<file path="src/design/hdf_pkg.sv">
// Package with the shared constants, types and helper function of the body deframer.
`timescale 1ns / 1ps

package hdf_pkg;

    localparam int SIZE_BITS = 32;
    localparam int LEN_W     = 32;
    localparam int CNT_W     = (SIZE_BITS > LEN_W) ? SIZE_BITS : LEN_W;
    localparam int MODE_W    = 3;
    localparam int ERR_W     = 3;
    localparam int APB_AW    = 3;
    localparam int APB_DW    = 32;

    localparam logic [MODE_W-1:0] MODE_CHUNKED = 3'd0;
    localparam logic [MODE_W-1:0] MODE_FIXED   = 3'd1;
    localparam logic [MODE_W-1:0] MODE_CLOSE   = 3'd2;
    localparam logic [MODE_W-1:0] MODE_EMPTY   = 3'd3;

    localparam logic [7:0] CH_CR   = 8'h0D;
    localparam logic [7:0] CH_LF   = 8'h0A;
    localparam logic [7:0] CH_SEMI = 8'h3B;

    typedef enum logic [3:0] {
        PH_SIZE,
        PH_EXT,
        PH_SIZE_LF,
        PH_DATA,
        PH_TRL_CR,
        PH_TRL_LF,
        PH_FIXED,
        PH_CLOSE,
        PH_EMPTY,
        PH_UNDET,
        PH_IDLE
    } t_phase;

    typedef enum logic [ERR_W-1:0] {
        ERR_NONE,
        ERR_FOLD,
        ERR_SIZE,
        ERR_UNDET,
        ERR_TRUNC
    } t_err;

    typedef struct packed {
        logic              arm;
        logic [MODE_W-1:0] framing_mode;
        logic [LEN_W-1:0]  body_length;
    } t_cfg_ctrl;

    typedef struct packed {
        logic [7:0]       body_byte;
        logic             body_valid;
        logic             body_done;
        logic [ERR_W-1:0] error_code;
    } t_result;

    // Returns {is_hex_digit, digit_value}.
    function automatic logic [4:0] hex_decode(input logic [7:0] c);
        logic [4:0] res;
        res = 5'd0;
        case (c) inside
            [8'h30:8'h39]: res = {1'b1, 4'(c - 8'h30)};
            [8'h61:8'h66]: res = {1'b1, 4'(c - 8'h57)};
            [8'h41:8'h46]: res = {1'b1, 4'(c - 8'h37)};
            default:       res = 5'd0;
        endcase
        return res;
    endfunction

endpackage

</file>
<file path="src/design/hdf_if.sv">
// Valid/ready channel interfaces for body stream beats and result beats.
`timescale 1ns / 1ps

interface hdf_in_if;
    logic       valid;
    logic       ready;
    logic [7:0] in_byte;
    logic       stream_end;

    modport source (output valid, output in_byte, output stream_end, input ready);
    modport sink   (input valid, input in_byte, input stream_end, output ready);
endinterface

interface hdf_out_if;
    logic       valid;
    logic       ready;
    logic [7:0] body_byte;
    logic       body_valid;
    logic       body_done;
    logic [2:0] error_code;

    modport source (output valid, output body_byte, output body_valid, output body_done,
                    output error_code, input ready);
    modport sink   (input valid, input body_byte, input body_valid, input body_done,
                    input error_code, output ready);
endinterface

</file>
<file path="src/design/hdf_apb_regs.sv">
// APB configuration registers holding the framing mode and the fixed body length.
`timescale 1ns / 1ps

module hdf_apb_regs
    import hdf_pkg::*;
(
    input  logic              i_clk,
    input  logic              i_rst_n,
    input  logic              psel,
    input  logic              penable,
    input  logic              pwrite,
    input  logic [APB_AW-1:0] paddr,
    input  logic [APB_DW-1:0] pwdata,
    output logic [APB_DW-1:0] prdata,
    output logic              pready,
    output t_cfg_ctrl         o_cfg
);

    logic [MODE_W-1:0] r_mode;
    logic [LEN_W-1:0]  r_len;
    logic              w_wr;
    logic              w_sel_len;

    assign w_wr      = psel && penable && pwrite;
    assign w_sel_len = paddr[2];
    assign pready    = 1'b1;

    always_ff @(posedge i_clk) begin
        if (!i_rst_n) begin
            r_mode <= MODE_CHUNKED;
            r_len  <= '0;
        end else if (w_wr) begin
            if (w_sel_len) begin
                r_len <= pwdata[LEN_W-1:0];
            end else begin
                r_mode <= pwdata[MODE_W-1:0];
            end
        end
    end

    always_comb begin
        o_cfg.arm          = w_wr;
        o_cfg.framing_mode = (w_wr && !w_sel_len) ? pwdata[MODE_W-1:0] : r_mode;
        o_cfg.body_length  = (w_wr && w_sel_len) ? pwdata[LEN_W-1:0] : r_len;
        prdata             = w_sel_len ? r_len : {{(APB_DW-MODE_W){1'b0}}, r_mode};
    end

endmodule

</file>
<file path="src/design/hdf_engine.sv">
// Framing state machine that turns one registered stream beat into one result.
`timescale 1ns / 1ps

module hdf_engine
    import hdf_pkg::*;
(
    input  logic       i_clk,
    input  logic       i_rst_n,
    input  t_cfg_ctrl  i_cfg,
    input  logic       i_step,
    input  logic [7:0] i_byte,
    input  logic       i_end,
    output t_result    o_res
);

    t_phase           r_phase, n_phase;
    logic [CNT_W-1:0] r_rem, n_rem;
    logic             r_seen, n_seen;
    logic             r_bad, n_bad;
    logic             r_final, n_final;
    t_err             w_err;
    logic [4:0]       w_hex;
    logic             w_ovf;

    assign w_hex = hex_decode(i_byte);
    assign w_ovf = |r_rem[CNT_W-1:SIZE_BITS-4];

    always_ff @(posedge i_clk) begin
        if (!i_rst_n) begin
            r_phase <= PH_SIZE;
            r_rem   <= '0;
            r_seen  <= 1'b0;
            r_bad   <= 1'b0;
            r_final <= 1'b0;
        end else begin
            r_phase <= n_phase;
            r_rem   <= n_rem;
            r_seen  <= n_seen;
            r_bad   <= n_bad;
            r_final <= n_final;
        end
    end

    always_comb begin
        n_phase          = r_phase;
        n_rem            = r_rem;
        n_seen           = r_seen;
        n_bad            = r_bad;
        n_final          = r_final;
        w_err            = ERR_NONE;
        o_res.body_byte  = 8'd0;
        o_res.body_valid = 1'b0;
        o_res.body_done  = 1'b0;
        if (i_cfg.arm) begin
            n_rem   = '0;
            n_seen  = 1'b0;
            n_bad   = 1'b0;
            n_final = 1'b0;
            case (i_cfg.framing_mode)
                MODE_CHUNKED: n_phase = PH_SIZE;
                MODE_FIXED: begin
                    n_rem   = CNT_W'(i_cfg.body_length);
                    n_phase = (i_cfg.body_length == '0) ? PH_EMPTY : PH_FIXED;
                end
                MODE_CLOSE:   n_phase = PH_CLOSE;
                MODE_EMPTY:   n_phase = PH_EMPTY;
                default:      n_phase = PH_UNDET;
            endcase
        end else if (i_step) begin
            if (i_end) begin
                case (r_phase)
                    PH_IDLE:            ;
                    PH_CLOSE, PH_EMPTY: o_res.body_done = 1'b1;
                    PH_UNDET:           w_err = ERR_UNDET;
                    default:            w_err = ERR_TRUNC;
                endcase
                n_phase = PH_IDLE;
            end else begin
                case (r_phase)
                    PH_SIZE: begin
                        if (w_hex[4]) begin
                            n_seen = 1'b1;
                            if (!r_bad) begin
                                if (w_ovf) begin
                                    n_bad = 1'b1;
                                end else begin
                                    n_rem = {r_rem[CNT_W-5:0], w_hex[3:0]};
                                end
                            end
                        end else if (i_byte == CH_SEMI) begin
                            n_phase = PH_EXT;
                        end else if (i_byte == CH_CR) begin
                            n_phase = PH_SIZE_LF;
                        end else if (i_byte == CH_LF) begin
                            w_err = ERR_FOLD;
                        end else begin
                            n_bad = 1'b1;
                        end
                    end
                    PH_EXT: begin
                        if (i_byte == CH_CR) begin
                            n_phase = PH_SIZE_LF;
                        end else if (i_byte == CH_LF) begin
                            w_err = ERR_FOLD;
                        end
                    end
                    PH_SIZE_LF: begin
                        if (i_byte != CH_LF) begin
                            w_err = ERR_FOLD;
                        end else if (!r_seen || r_bad) begin
                            w_err = ERR_SIZE;
                        end else if (r_rem == '0) begin
                            n_final = 1'b1;
                            n_phase = PH_TRL_CR;
                        end else begin
                            n_phase = PH_DATA;
                        end
                    end
                    PH_DATA: begin
                        o_res.body_byte  = i_byte;
                        o_res.body_valid = 1'b1;
                        n_rem            = r_rem - CNT_W'(1);
                        if (r_rem == CNT_W'(1)) begin
                            n_phase = PH_TRL_CR;
                        end
                    end
                    PH_TRL_CR: begin
                        if (i_byte == CH_CR) begin
                            n_phase = PH_TRL_LF;
                        end else begin
                            w_err = ERR_FOLD;
                        end
                    end
                    PH_TRL_LF: begin
                        if (i_byte != CH_LF) begin
                            w_err = ERR_FOLD;
                        end else if (r_final) begin
                            o_res.body_done = 1'b1;
                            n_phase         = PH_IDLE;
                        end else begin
                            n_rem   = '0;
                            n_seen  = 1'b0;
                            n_bad   = 1'b0;
                            n_phase = PH_SIZE;
                        end
                    end
                    PH_FIXED: begin
                        o_res.body_byte  = i_byte;
                        o_res.body_valid = 1'b1;
                        n_rem            = r_rem - CNT_W'(1);
                        if (r_rem == CNT_W'(1)) begin
                            o_res.body_done = 1'b1;
                            n_phase         = PH_IDLE;
                        end
                    end
                    PH_CLOSE: begin
                        o_res.body_byte  = i_byte;
                        o_res.body_valid = 1'b1;
                    end
                    PH_EMPTY: begin
                        o_res.body_done = 1'b1;
                        n_phase         = PH_IDLE;
                    end
                    PH_UNDET: begin
                        w_err   = ERR_UNDET;
                        n_phase = PH_IDLE;
                    end
                    default: ;
                endcase
                if (w_err != ERR_NONE) begin
                    n_phase = PH_IDLE;
                end
            end
        end
        o_res.error_code = w_err;
    end

    a_err_goes_idle: assert property (@(posedge i_clk) disable iff (!i_rst_n)
        (i_step && !i_cfg.arm && w_err != ERR_NONE) |=> (r_phase == PH_IDLE))
        else $error("phase did not go idle after an error beat");

    a_done_no_err: assert property (@(posedge i_clk) disable iff (!i_rst_n)
        o_res.body_done |-> (w_err == ERR_NONE))
        else $error("body completed together with an error");

    a_data_count: assert property (@(posedge i_clk) disable iff (!i_rst_n)
        (r_phase == PH_DATA || r_phase == PH_FIXED) |-> (r_rem != '0))
        else $error("data phase entered with a zero byte count");

endmodule

</file>
<file path="src/design/http_body_deframer_core.sv">
// Top level of the body deframer: input register, framing engine, result register, APB port.
//
//   channel  | dir | beat moves                               | accepted when
//   i_in     | in  | in_byte, stream_end                      | valid && ready
//   o_out    | out | body_byte, body_valid, body_done, error  | valid && ready
//   APB      | in  | framing_mode (0x0), body_length (0x4)    | psel && penable && pwrite
//
// One beat is taken every cycle unless the result stalls; it moves from the input register
// to the result register. The framing state updates once per beat, as the beat advances.
// Reset is synchronous and active low; it selects chunked mode with zero length.
// A stalled result holds in the output register while one more beat waits in the input
// register; a write to either configuration register re-arms the framing state.
`timescale 1ns / 1ps

module http_body_deframer_core
    import hdf_pkg::*;
(
    input  logic              i_clk,
    input  logic              i_rst_n,
    hdf_in_if.sink            i_in,
    hdf_out_if.source         o_out,
    input  logic              psel,
    input  logic              penable,
    input  logic              pwrite,
    input  logic [APB_AW-1:0] paddr,
    input  logic [APB_DW-1:0] pwdata,
    output logic [APB_DW-1:0] prdata,
    output logic              pready
);

    t_cfg_ctrl  w_cfg;
    t_result    w_res;
    logic       r_in_valid;
    logic [7:0] r_in_byte;
    logic       r_in_end;
    logic       r_out_valid;
    t_result    r_out;
    logic       w_advance;
    logic       w_take;

    hdf_apb_regs u_regs (
        .i_clk   (i_clk),
        .i_rst_n (i_rst_n),
        .psel    (psel),
        .penable (penable),
        .pwrite  (pwrite),
        .paddr   (paddr),
        .pwdata  (pwdata),
        .prdata  (prdata),
        .pready  (pready),
        .o_cfg   (w_cfg)
    );

    hdf_engine u_engine (
        .i_clk   (i_clk),
        .i_rst_n (i_rst_n),
        .i_cfg   (w_cfg),
        .i_step  (w_advance),
        .i_byte  (r_in_byte),
        .i_end   (r_in_end),
        .o_res   (w_res)
    );

    assign w_advance  = r_in_valid && (!r_out_valid || o_out.ready);
    assign w_take     = i_in.valid && i_in.ready;
    assign i_in.ready = i_rst_n && (!r_in_valid || w_advance);

    always_ff @(posedge i_clk) begin
        if (!i_rst_n) begin
            r_in_valid  <= 1'b0;
            r_out_valid <= 1'b0;
        end else begin
            if (w_take) begin
                r_in_valid <= 1'b1;
            end else if (w_advance) begin
                r_in_valid <= 1'b0;
            end
            if (w_advance) begin
                r_out_valid <= 1'b1;
            end else if (o_out.ready) begin
                r_out_valid <= 1'b0;
            end
        end
    end

    always_ff @(posedge i_clk) begin
        if (w_take) begin
            r_in_byte <= i_in.in_byte;
            r_in_end  <= i_in.stream_end;
        end
        if (w_advance) begin
            r_out <= w_res;
        end
    end

    assign o_out.valid      = r_out_valid;
    assign o_out.body_byte  = r_out.body_byte;
    assign o_out.body_valid = r_out.body_valid;
    assign o_out.body_done  = r_out.body_done;
    assign o_out.error_code = r_out.error_code;

    a_in_hold: assert property (@(posedge i_clk) disable iff (!i_rst_n)
        (r_in_valid && !w_advance) |=> (r_in_valid && $stable(r_in_byte) && $stable(r_in_end)))
        else $error("held input beat was lost or changed");

endmodule
</file>
<file path="src/flat_wrapper.sv">
// flat-port wrapper written by rule: the top's interface ports become plain ports
module http_body_deframer_core_flat import hdf_pkg::*;
  (i_clk, i_rst_n, psel, penable, pwrite, paddr, pwdata, prdata, pready, i_in_valid, i_in_in_byte, i_in_stream_end, i_in_ready, o_out_valid, o_out_body_byte, o_out_body_valid, o_out_body_done, o_out_error_code, o_out_ready);
  hdf_in_if i_in_i ();
  hdf_out_if o_out_i ();
  input  logic i_clk;
  input  logic i_rst_n;
  input  logic psel;
  input  logic penable;
  input  logic pwrite;
  input  logic [APB_AW-1:0] paddr;
  input  logic [APB_DW-1:0] pwdata;
  output logic [APB_DW-1:0] prdata;
  output logic pready;
  input wire logic [$bits(i_in_i.valid)-1:0] i_in_valid;
  input wire logic [$bits(i_in_i.in_byte)-1:0] i_in_in_byte;
  input wire logic [$bits(i_in_i.stream_end)-1:0] i_in_stream_end;
  output wire logic [$bits(i_in_i.ready)-1:0] i_in_ready;
  output wire logic [$bits(o_out_i.valid)-1:0] o_out_valid;
  output wire logic [$bits(o_out_i.body_byte)-1:0] o_out_body_byte;
  output wire logic [$bits(o_out_i.body_valid)-1:0] o_out_body_valid;
  output wire logic [$bits(o_out_i.body_done)-1:0] o_out_body_done;
  output wire logic [$bits(o_out_i.error_code)-1:0] o_out_error_code;
  input wire logic [$bits(o_out_i.ready)-1:0] o_out_ready;
  assign i_in_i.valid = i_in_valid;
  assign i_in_i.in_byte = i_in_in_byte;
  assign i_in_i.stream_end = i_in_stream_end;
  assign i_in_ready = i_in_i.ready;
  assign o_out_valid = o_out_i.valid;
  assign o_out_body_byte = o_out_i.body_byte;
  assign o_out_body_valid = o_out_i.body_valid;
  assign o_out_body_done = o_out_i.body_done;
  assign o_out_error_code = o_out_i.error_code;
  assign o_out_i.ready = o_out_ready;
  http_body_deframer_core u_core (.i_clk(i_clk), .i_rst_n(i_rst_n), .i_in(i_in_i), .o_out(o_out_i), .psel(psel), .penable(penable), .pwrite(pwrite), .paddr(paddr), .pwdata(pwdata), .prdata(prdata), .pready(pready));
endmodule
</file>
<file path="config.mk">
export PLATFORM = sky130hd
export DESIGN_NAME = http_body_deframer_core_flat
export DESIGN_NICKNAME = d
export VERILOG_FILES = /design/src/design/hdf_pkg.sv /design/src/design/hdf_if.sv /design/src/design/hdf_apb_regs.sv /design/src/design/hdf_engine.sv /design/src/design/http_body_deframer_core.sv /design/src/flat_wrapper.sv
export SDC_FILE = /design/constraint.sdc
export NUM_CORES = 1
export LEC_CHECK = 0
export ABC_AREA = 1
export BUFFER_PORTS_ARGS = -buffer_cell sky130_fd_sc_hd__clkbuf_2
export CAP_MARGIN = 20
export CORE_ASPECT_RATIO = 1.5
export CORE_UTILIZATION = 55
export CTS_CLUSTER_SIZE = 16
export DETAILED_ROUTE_END_ITERATION = 10
export MAX_ROUTING_LAYER = met4
export PLACE_DENSITY = 0.76
export SYNTH_ARGS = -nofsm -noshare
export SYNTH_HDL_FRONTEND = slang
export SYNTH_SLANG_ARGS = --single-unit
</file>
<file path="constraint.sdc">
create_clock -name i_clk -period 2.65 [get_ports i_clk]
set_clock_uncertainty 0.15 [all_clocks]
set_input_delay 0.53 -clock i_clk [delete_from_list [all_inputs] [get_ports i_clk]]
set_output_delay 0.53 -clock i_clk [all_outputs]
set_load 0.01 [all_outputs]
</file>
==> impl_metrics.csv, run 1 <==
group,metric,value,unit
run_status,status,"completed",
clock_network,cts_tree,"built",
pwr,power_density,599,nW/um2
clock_network,h-tree-depth,3,
yosys,ys_ff_latch,98,
layout,synthToLayoutAreaGrowth,17.0,%
yosys,synth-edff-count,22,
grt,grt_use_total,0.311,
detailed_routing,dr.pass1.iters,6,
detailed_routing,vias,6857,
yosys,synth_nets,1103,
yosys,synth_area,6460,um2
sta,rsz0062_at_grt,"no",
min_path,min_path_type,"in -> reg",
yosys,ys_types,46,
clock_network,clk_latency,360,ps
yosys,syn_inst,1046,
clock_network,cts_buffers,9,
clock_network,cts_root_buffer,"clkbuf_16",
sta,finalSetupViolCount,0,
worst_setup_path,cp_cell_sequence,"inv_2, ha_1, inv_1, nor2_1, nand2_1, o21ai_1, nand2_1, nand2_2, nand3b_1, nand3_1, nand2_4, buf_4, a21oi_1, nand2_1, a21oi_1",
sta,slew_headroom,0.614,
worst_setup_path,cpMostUsedCell,"nand2_1",
pwr,vdd_drop_max,367,uV
grt,grt_pass1_vias,6227,
sta,slew_viol_final,0,
yosys,synthTopCellsByArea,"dfxtp_1 (24%), nand2_1 (16%), inv_1 (10%), edfxtp_1 (10%), nor2_1 (8.2%)",
layout,drive_above_1_share,0.165,
die,ios,99,
yosys,syn_area_per_cell,6.18,um2
worst_setup_path,end_kind,"flop",
sta,max_freq,0.410,GHz
sta,fin_crit_sh,0.921,
detailed_routing,route.detailed.drc,0,
place,hpwl,13.7,mm
yosys,seq_area_frac_synth,0.338,
detailed_routing,viasPerCell,5.24,
grt,grt_pass1_wl,29.5,mm
worst_setup_path,arrival,2580,ps
die,num_rows,48,
die,start_util,0.563,
grt,grt_max_degree,48,
worst_setup_path,crit_path_start_kind,"flop",
clock_network,postCtsHoldBufs,0,
grt,antenna_found_initial,0,
place,gp_congestion,0.958,
worst_setup_path,critPathMaxFanout,16,
yosys,synth_commonest_cells,"nand2_1 (281), inv_1 (177), nor2_1 (142)",
worst_setup_path,cp_slowest_cell,"edfxtp_1",
sta,min_period,2440,ps
yosys,synth_top_area_share,0.235,
die,die_h,135,um
clock_network,ctsResizeCount,0,
detailed_routing,routed_wl,17.9,mm
grt,grt_overflow_total,0,
yosys,synth_flop_cell,"dfxtp_1",
detailed_routing,drt_iter0_drc,502,
sta,hold_viol_final,0,
clock_network,postCtsSetupBuffers,0,
clock_network,cts.clk_slew.worst_paths,70,ps
sta,worst-slew-pin-transition,579,ps
place,port_buffers,95,
layout,antenna_cells,0,
clock_network,clock_path_buffers,2,
yosys,synth-async-reset-ratio,0,
worst_setup_path,path_class,"reg -> reg",
die,coreArea,11500,um2
detailed_routing,wl_per_cell,13.7,um
worst_setup_path,worstPathRequired,2780,ps
die,dieArea,12200,um2
pwr,p_total,0.00453,W
sta,fin_setup_tns,0,ps
detailed_routing,drtAntennaViolNets,0,
worst_setup_path,max_stage_delay,470,ps
job,drv_cap,0,
yosys,yosysMostFrequentCell,"nand2_1",
layout,fin_nets,1211,
yosys,synth_area_leader_cell,"dfxtp_1",
pwr,p_leak,4.00,nW
yosys,yosys_warnings,0,
clock_network,cts.sinks,98,
die,die_x,90.5,um
## cells by family (layout without fill, tap and decap cells)
logic type                 Yosys count  count (layout)  share of synthesized area
other                                1               1                   0.000580
buffers and inverters              221             334                      0.135
AOI/OAI and AO/OA                  181             181                      0.156
xor gates and xnor gates             8               8                     0.0108
adders and majority gates            6               6                     0.0116
DFF                                 98              98                      0.338
and+or+nand+nor                    531             531                      0.348
## placed cells by master, fill, tap and decap left out, types with 2 or more instances in the layout
| cell type | instances |
|---|---|
| nand2_1 | 281 |
| inv_1 | 176 |
| nor2_1 | 142 |
| clkbuf_2 | 95 |
| o21ai_0 | 78 |
| dfxtp_1 | 76 |
| a21oi_1 | 60 |
| nand3_1 | 50 |
| buf_4 | 34 |
| edfxtp_1 | 22 |
| nor3_1 | 17 |
| nand4_1 | 11 |
| o22ai_1 | 9 |
| clkbuf_16 | 9 |
| o21ai_1 | 8 |
| inv_2 | 7 |
| nor2_2 | 7 |
| xor2_1 | 7 |
| nand2_2 | 6 |
| nand3_2 | 6 |
| ha_1 | 6 |
| o211ai_1 | 5 |
| a21oi_2 | 5 |
| nor2_4 | 4 |
| buf_12 | 4 |
| a211oi_1 | 3 |
| a31oi_1 | 3 |
| nand2_4 | 2 |
| or2_2 | 2 |
| o31ai_1 | 2 |
| clkbuf_1 | 2 |
| clkinv_4 | 2 |
## layer usage
metal  track usage  up-vias  routed length [um]
met5             -        -                   0
met4         0.126        0                 519
met3        0.0332       32                 837
met2         0.560      221                9270
met1         0.350     3089                7270
li1              -     3515                   -
## registers in the layout (all words and copies together), names as in the netlist
name and count:
u_core.o_out.body_byte 8, u_core.o_out.body_done 1, u_core.o_out.body_valid 1, u_core.o_out.error_code 3, u_core.o_out.valid 1, u_core.r_in_byte 8, u_core.r_in_end 1, u_core.r_in_valid 1
u_core.u_engine.r_bad 1, u_core.u_engine.r_final 1, u_core.u_engine.r_phase 4, u_core.u_engine.r_rem 32, u_core.u_engine.r_seen 1, u_core.u_regs.r_len 32, u_core.u_regs.r_mode 3
## cell type report
cell class | count | area [um2]
clock buffer | 11 | 233
clock inverter | 5 | 41.3
fill | 1129 | 3910
inverter | 185 | 697
multi-input combinational | 727 | 3410
sequential | 98 | 2180
tap | 150 | 188
timing repair buffer | 133 | 811
## power breakdown
part	internal, W	switching (W)	total [W]
Combinational	0.000557	0.00100	0.00156
Sequential	0.00162	0.0000895	0.00171
Clock	0.000647	0.000611	0.00126
## worst max-delay path: cells and delay by family, from the launching register on
| family | cells | cell delay, ps |
|---|---|---|
| buffers and inverters | 3 | 400 |
| AOI/OAI and AO/OA | 3 | 360 |
| and+or+nand+nor | 8 | 840 |
| adders and majority gates | 1 | 140 |
| DFF | 1 | 470 |
## worst paths after layout
path         slack [ps]                              startpoint                                endpoint  depth (start not counted)
max                 210           u_core.r_in_byte[1]$_DFFE_PP_   u_core.u_engine.r_rem[0]$_SDFFE_PN0P_                         15
min                 200                         i_in_in_byte[5]           u_core.r_in_byte[5]$_DFFE_PP_                          1
max reg2reg         210           u_core.r_in_byte[1]$_DFFE_PP_   u_core.u_engine.r_rem[0]$_SDFFE_PN0P_                         15
min reg2reg         320  u_core.u_engine.r_rem[29]$_SDFFE_PN0P_  u_core.u_engine.r_rem[29]$_SDFFE_PN0P_                          2
## through the flow
stage / area (um2) / util / worst slack, ps / std cells / hold WS [ps]
after floorplan: 6460 / - / 452 / 1046 / 290
after global placement: 7280 / 0.635 / 161 / 1293 / 302
after detailed placement: 7280 / 0.635 / 118 / 1293 / 306
after CTS: 7550 / 0.659 / 114 / 1309 / 192
after global routing: 7560 / 0.659 / 21.0 / 1309 / 192
final: 7560 / 0.659 / 209 / 1309 / 197
Power figures use the tool's default switching activity.
==> inputs of run 2 (changes only) <==
--- a/config.mk
+++ b/config.mk
@@ -8,7 +8,7 @@
 export ABC_AREA = 1
 export BUFFER_PORTS_ARGS = -buffer_cell sky130_fd_sc_hd__clkbuf_2
 export CAP_MARGIN = 20
-export CORE_ASPECT_RATIO = 1.5
+export CORE_ASPECT_RATIO = 0.6
 export CORE_UTILIZATION = 55
 export CTS_CLUSTER_SIZE = 16
 export DETAILED_ROUTE_END_ITERATION = 10
==> impl_metrics.csv, run 2 (same netlist as run 1, synthesis figures left out) <==
group,metric,value,unit
layout,final_cell_mix,"nand2_1 (281), inv_1 (176), nor2_1 (140)",
layout,drive_above_1_share,0.163,
pwr,vdd_drop_max,471,uV
layout,fin_util,0.669,
die,num_rows,30,
layout,synthToLayoutAreaGrowth,17.7,%
sta,fin_crit_sh,0.956,
detailed_routing,wl_per_cell,13.9,um
layout,top_regs,"u_core.u_engine.r_rem: 32 flops, u_core.u_regs.r_len: 32 flops",
layout,layout.cells.non_filler,1313,
worst_setup_path,path_buf_inv,4,
clock_network,clk_latency,340,ps
grt,grt_overflow_total,0,
detailed_routing,routed_wl,18.3,mm
sta,finalSetupViolCount,0,
worst_setup_path,r2r_setup_slack,120,ps
sta,fin_setup_tns,0,ps
sta,rsz0062_at_grt,"no",
sta,slew_viol_final,0,
worst_setup_path,max_stage_delay,470,ps
sta,min_period,2530,ps
sta,whs,213,ps
pwr,power_density,618,nW/um2
clock_network,cts_tree,"built",
worst_setup_path,cp_slowest_cell,"edfxtp_1",
layout,num-fill-cells,1045,
worst_setup_path,path_delay_family,"simple AND/OR/NAND/NOR gates",
worst_setup_path,worstPathRequired,2730,ps
run_status,status,"completed",
worst_setup_path,timing.rr.end,"u_core.u_engine.r_rem[15]$_SDFFE_PN0P_",
detailed_routing,viasPerCell,5.31,
die,start_util,0.568,
pwr,p_leak,4.00,nW
worst_setup_path,r2r_start,"u_core.r_in_byte[1]$_DFFE_PP_",
grt,antenna_found_initial,0,
detailed_routing,route.detailed.drc,0,
clock_network,cts.clk_slew.worst_paths,70,ps
place,port_buffers,95,
worst_setup_path,end_kind,"flop",
worst_setup_path,critPathMaxFanout,19,
place,hpwl,13.5,mm
grt,grt_use_total,0.314,
layout,antenna_cells,0,
die,coreArea,11400,um2
clock_network,clock_path_buffers,2,
clock_network,postCtsHoldBufs,0,
die,die_x,142,um
worst_setup_path,arrival,2610,ps
min_path,min_path_type,"in -> reg",
min_path,min_path_cells,1,
clock_network,h-tree-depth,3,
detailed_routing,vias,6973,
job,drv_cap,0,
detailed_routing,drt_iter0_drc,771,
layout,layout_commonest_cell,"nand2_1",
worst_setup_path,crit_path_start_kind,"flop",
sta,hold_viol_final,0,
min_path,holdCritStartpoint,"i_in_in_byte[4]",
worst_setup_path,cp_cell_sequence,"inv_2, ha_1, inv_1, nor2_1, nand2_1, o21ai_1, nand2_1, nand2_2, nand3b_1, nand3_2, nand2_4, inv_2, buf_12, o21ai_0, a21oi_1, nor2_1",
grt,grt_max_degree,39,
die,dieArea,12200,um2
sta,slew_headroom,0.633,
clock_network,cts.sinks,98,
clock_network,cts_buffers,9,
detailed_routing,dr.pass1.iters,8,
die,die_h,86.0,um
detailed_routing,drtAntennaViolNets,0,
place,dp.cells,1295,
sta,worst-slew-pin-transition,550,ps
clock_network,cts_root_buffer,"clkbuf_16",
worst_setup_path,r2r_cells,16,
die,ios,99,
worst_setup_path,path_class,"reg -> reg",
sta,max_freq,0.395,GHz
grt,grt_pass1_vias,6090,
layout,fin_nets,1205,
min_path,hold_end,"u_core.r_in_byte[4]$_DFFE_PP_",
pwr,p_total,0.00470,W
place,gp_congestion,1.00,
grt,grt_pass1_wl,29.5,mm
## run 2: cell types whose count changed in the layout (fill, tap and decap cells not counted), sizes merged
cell    change
buf         -7
bufinv      +2
clkinv      -2
clkbuf      +1
## run 2: final cells by class
type                       instances  area [um2]  share of cell area
clock buffer                      11         233              0.0306
clock inverter                     5        87.6              0.0115
inverter                         185         694              0.0913
multi-input combinational        727        3430               0.450
sequential                        98        2180               0.287
tap                              160         200              0.0263
timing repair buffer             127         783               0.103
## run 2: worst max-delay path by stage
| stage | start | slack, ps | cells after the start | to |
|---|---|---|---|---|
| detailed placement | u_core.r_in_byte[1]$_DFFE_PP_ | 130 | 16 | u_core.u_engine.r_rem[15]$_SDFFE_PN0P_ |
| global route | u_core.r_in_byte[1]$_DFFE_PP_ | 20 | 16 | u_core.u_engine.r_rem[15]$_SDFFE_PN0P_ |
| finish | u_core.r_in_byte[1]$_DFFE_PP_ | 120 | 16 | u_core.u_engine.r_rem[15]$_SDFFE_PN0P_ |
| CTS | u_core.r_in_byte[1]$_DFFE_PP_ | 80 | 16 | u_core.u_engine.r_rem[15]$_SDFFE_PN0P_ |
| floorplan | u_core.r_in_byte[0]$_DFFE_PP_ | 450 | 14 | u_core.u_engine.r_rem[22]$_SDFFE_PN0P_ |
| global placement | paddr[2] | 200 | 17 | u_core.u_engine.r_phase[1]$_SDFFE_PN0P_ |
## run 2: worst reg2reg max path: cells and delay by family, from the launching register on
kind	cells	cell delay, ps
simple gates	8	790
buf+inv	4	490
flops	1	470
compound gates	3	370
fa+ha+maj	1	150
## run 2: repair_timing
action | in CTS | in global routing
hold endpoints to repair | 0 | 0
gates resized for setup | 0 | 7
setup endpoints to repair | 0 | 16
setup buffers | 0 | 1
## run 2: where the power goes
group          internal, W  switching, W
registers          0.00162     0.0000907
clock network     0.000837      0.000586
logic             0.000530       0.00104
total              0.00299       0.00171
## run 2: layer usage
metal	share of wire	track usage	wire length [um]	up-vias
li1	-	-	-	3488
met1	0.48	0.464	8710	3097
met2	0.40	0.438	7330	375
met3	0.12	0.0759	2160	13
met4	0.0059	0.0411	108	0
met5	0	-	0	-
## run 2: per-stage QoR
stage                     worst slack [ps]  cell area (um2)
after global placement                 195             7230
after CTS                             78.8             7550
after detailed placement               126             7230
final                                  118             7610
after floorplan                        452             6460
after global routing                  15.1             7610
==> inputs of run 3 (changes only) <==
--- a/config.mk
+++ b/config.mk
@@ -5,7 +5,7 @@
 export SDC_FILE = /design/constraint.sdc
 export NUM_CORES = 1
 export LEC_CHECK = 0
-export ABC_AREA = 1
+export ABC_AREA = 0
 export BUFFER_PORTS_ARGS = -buffer_cell sky130_fd_sc_hd__clkbuf_2
 export CAP_MARGIN = 20
 export CORE_ASPECT_RATIO = 0.6
@@ -13,7 +13,7 @@
 export CTS_CLUSTER_SIZE = 16
 export DETAILED_ROUTE_END_ITERATION = 10
 export MAX_ROUTING_LAYER = met4
-export PLACE_DENSITY = 0.76
+export PLACE_DENSITY_LB_ADDON = 0.1
 export SYNTH_ARGS = -nofsm -noshare
 export SYNTH_HDL_FRONTEND = slang
 export SYNTH_SLANG_ARGS = --single-unit
==> impl_metrics.csv, run 3 <==
group,metric,value,unit
layout,synthToLayoutAreaGrowth,22.5,%
grt,grt_pass1_vias,6344,
place,hpwl,16.9,mm
yosys,syn_inst,787,
run_status,status,"completed",
layout,antenna_cells,0,
layout,layout_commonest_cell,"clkbuf_2",
clock_network,postCtsHoldBufs,0,
yosys,seq_area_frac_synth,0.340,
clock_network,cts_tree,"built",
worst_setup_path,crit_path_start_kind,"flop",
pwr,p_leak,3.26,nW
yosys,ys_types,82,
sta,hold_viol_final,0,
clock_network,cts.sinks,98,
yosys,synthTopCellsByArea,"dfxtp_1 (24%), edfxtp_1 (10%), mux2i_1 (5.8%), a21oi_1 (5.1%), nand2_1 (4.8%)",
die,die_x,141,um
die,ios,99,
worst_setup_path,path_class,"reg -> reg",
place,place_area,7470,um2
worst_setup_path,critPathMaxFanout,11,
sta,min_period,2610,ps
worst_setup_path,worstPathRequired,2740,ps
worst_setup_path,cp_cell_sequence,"buf_4, ha_1, o311a_1, o2111ai_2, a21o_1, buf_4, a2bb2oi_1, o221a_2",
detailed_routing,dr.pass1.iters,8,
clock_network,clk_latency,350,ps
sta,fin_crit_sh,0.986,
detailed_routing,route.detailed.drc,0,
yosys,ys_ff_latch,98,
detailed_routing,wl_per_cell,20.7,um
layout,fin_nets,978,
worst_setup_path,end_kind,"flop",
clock_network,clock_path_buffers,2,
grt,grt_use_total,0.384,
sta,max_freq,0.383,GHz
yosys,synth_nets,844,
worst_setup_path,cpMostUsedCell,"buf_4",
sta,slew_headroom,0.576,
die,dieArea,12100,um2
min_path,min_path_type,"in -> reg",
worst_setup_path,cp_slowest_cell,"edfxtp_1",
sta,worst-slew-pin-transition,636,ps
yosys,synth-async-reset-ratio,0,
die,start_util,0.566,
grt,grt_max_degree,48,
yosys,yosysMostFrequentCell,"nand2_1",
yosys,synth_area_leader_cell,"dfxtp_1",
place,gp_congestion,1.00,
worst_setup_path,r2r_setup_slack,40,ps
job,drv_cap,0,
pwr,vdd_drop_max,320,uV
detailed_routing,vias,7051,
clock_network,h-tree-depth,3,
die,coreArea,11300,um2
die,die_h,85.7,um
pwr,power_density,605,nW/um2
detailed_routing,drtAntennaViolNets,0,
yosys,syn_area_per_cell,8.16,um2
place,port_buffers,95,
yosys,yosys_warnings,0,
layout,fin_util,0.694,
detailed_routing,viasPerCell,6.49,
grt,grt_overflow_total,0,
layout,drive_above_1_share,0.267,
detailed_routing,drt_iter0_drc,1104,
yosys,synth-edff-count,22,
layout,top_regs,"u_core.u_engine.r_rem: 32 flops, u_core.u_regs.r_len: 32 flops",
sta,finalSetupViolCount,0,
clock_network,cts.clk_slew.worst_paths,70,ps
yosys,synth_flop_cell,"dfxtp_1",
clock_network,cts_root_buffer,"clkbuf_16",
detailed_routing,routed_wl,22.5,mm
grt,antenna_found_initial,0,
clock_network,cts_buffers,9,
yosys,synth_top_area_share,0.237,
yosys,synth_commonest_cells,"nand2_1 (82), dfxtp_1 (76), nor2_1 (69)",
worst_setup_path,max_stage_delay,460,ps
layout,final_cell_mix,"clkbuf_2 (96), buf_4 (84), nand2_1 (81)",
worst_setup_path,arrival,2710,ps
layout,finish.instance_area,7870,um2
yosys,synth_area,6420,um2
grt,grt_pass1_wl,34.6,mm
sta,slew_viol_final,0,
die,num_rows,30,
[run 3: cell count changes after synthesis, sizes merged, moves of 10 or more]
| cell | previous run | this run |
|---|---|---|
| nand3 | 56 | 24 |
| clkbuf | 23 | 41 |
| mux2i | 0 | 37 |
| nor4 | 0 | 26 |
| nand2 | 289 | 82 |
| inv | 184 | 14 |
| o21ai | 87 | 38 |
| a221oi | 0 | 13 |
| nor2 | 154 | 69 |
| or3 | 0 | 10 |
| and2 | 0 | 42 |
[run 3: cells by family after synthesis]
| group | count (synthesis) | synth area share |
|---|---|---|
| mux | 42 | 0.0665 |
| fa+ha+maj | 6 | 0.0117 |
| flops | 98 | 0.340 |
| simple gates | 336 | 0.284 |
| buf+inv | 73 | 0.0472 |
| compound gates | 217 | 0.231 |
| xor+xnor | 14 | 0.0191 |
| other cells | 1 | 0.000584 |
[run 3: per-stage QoR]
stage | setup TNS [ps] | total power, W | worst slack (ps) | hold WS, ps | cells
2_1_floorplan | 0 | 0.00275 | 171 | 300 | 787
3_3_place_gp | 0 | 0.00334 | 46.0 | 310 | 1063
3_5_place_dp | -85.5 | 0.00338 | -73.8 | 328 | 1063
4_1_cts | 0 | 0.00465 | 3.57 | 197 | 1081
5_1_grt | -17.1 | 0.00495 | -16.2 | 191 | 1086
6_report | 0 | 0.00476 | 37.9 | 200 | 1086
[run 3: cell type report]
class / instances / area [um2]
clock inverters: 6 / 52.6
inverters: 14 / 52.6
well taps: 160 / 200
flip-flops and latches: 98 / 2180
fillers: 942 / 3470
multi-input cells: 616 / 3990
clock buffers: 10 / 230
repair buffers: 182 / 1160
[run 3: critical path, delay by kind of cell (launching register included)]
kind	cells	cell delay [ps]
fa+ha+maj	1	240
flops	1	460
compound gates	5	1240
buf+inv	2	410
[run 3: worst paths after layout]
| kind | to | start | cells after the start |
|---|---|---|---|
| max reg2reg | u_core.u_engine.r_rem[22]$_SDFFE_PN0P_ | u_core.r_in_byte[0]$_DFFE_PP_ | 8 |
| min reg2reg | u_core.u_regs.r_len[6]$_SDFFE_PN0P_ | u_core.u_regs.r_len[6]$_SDFFE_PN0P_ | 2 |
| max | u_core.u_engine.r_rem[22]$_SDFFE_PN0P_ | u_core.r_in_byte[0]$_DFFE_PP_ | 8 |
| min | u_core.r_in_byte[3]$_DFFE_PP_ | i_in_in_byte[3] | 1 |
[run 3: where the power goes]
group          internal [W]  total, W  switching (W)
Sequential          0.00161   0.00173       0.000121
Combinational      0.000723   0.00173        0.00101
Clock              0.000654   0.00129       0.000638
Total               0.00299   0.00476        0.00177
[run 3: what timing repair did]
action	in CTS	in global routing
buffers inserted	2	5
pin swaps	0	5
gates resized for setup	2	16
setup endpoints to repair	5	35
[run 3: layer usage]
metal	global-route usage	part of all wire	wire, um
met1	0.573	0.46	10400
met2	0.517	0.41	9140
met3	0.0838	0.12	2610
met4	0.0870	0.013	295
met5	-	0	0
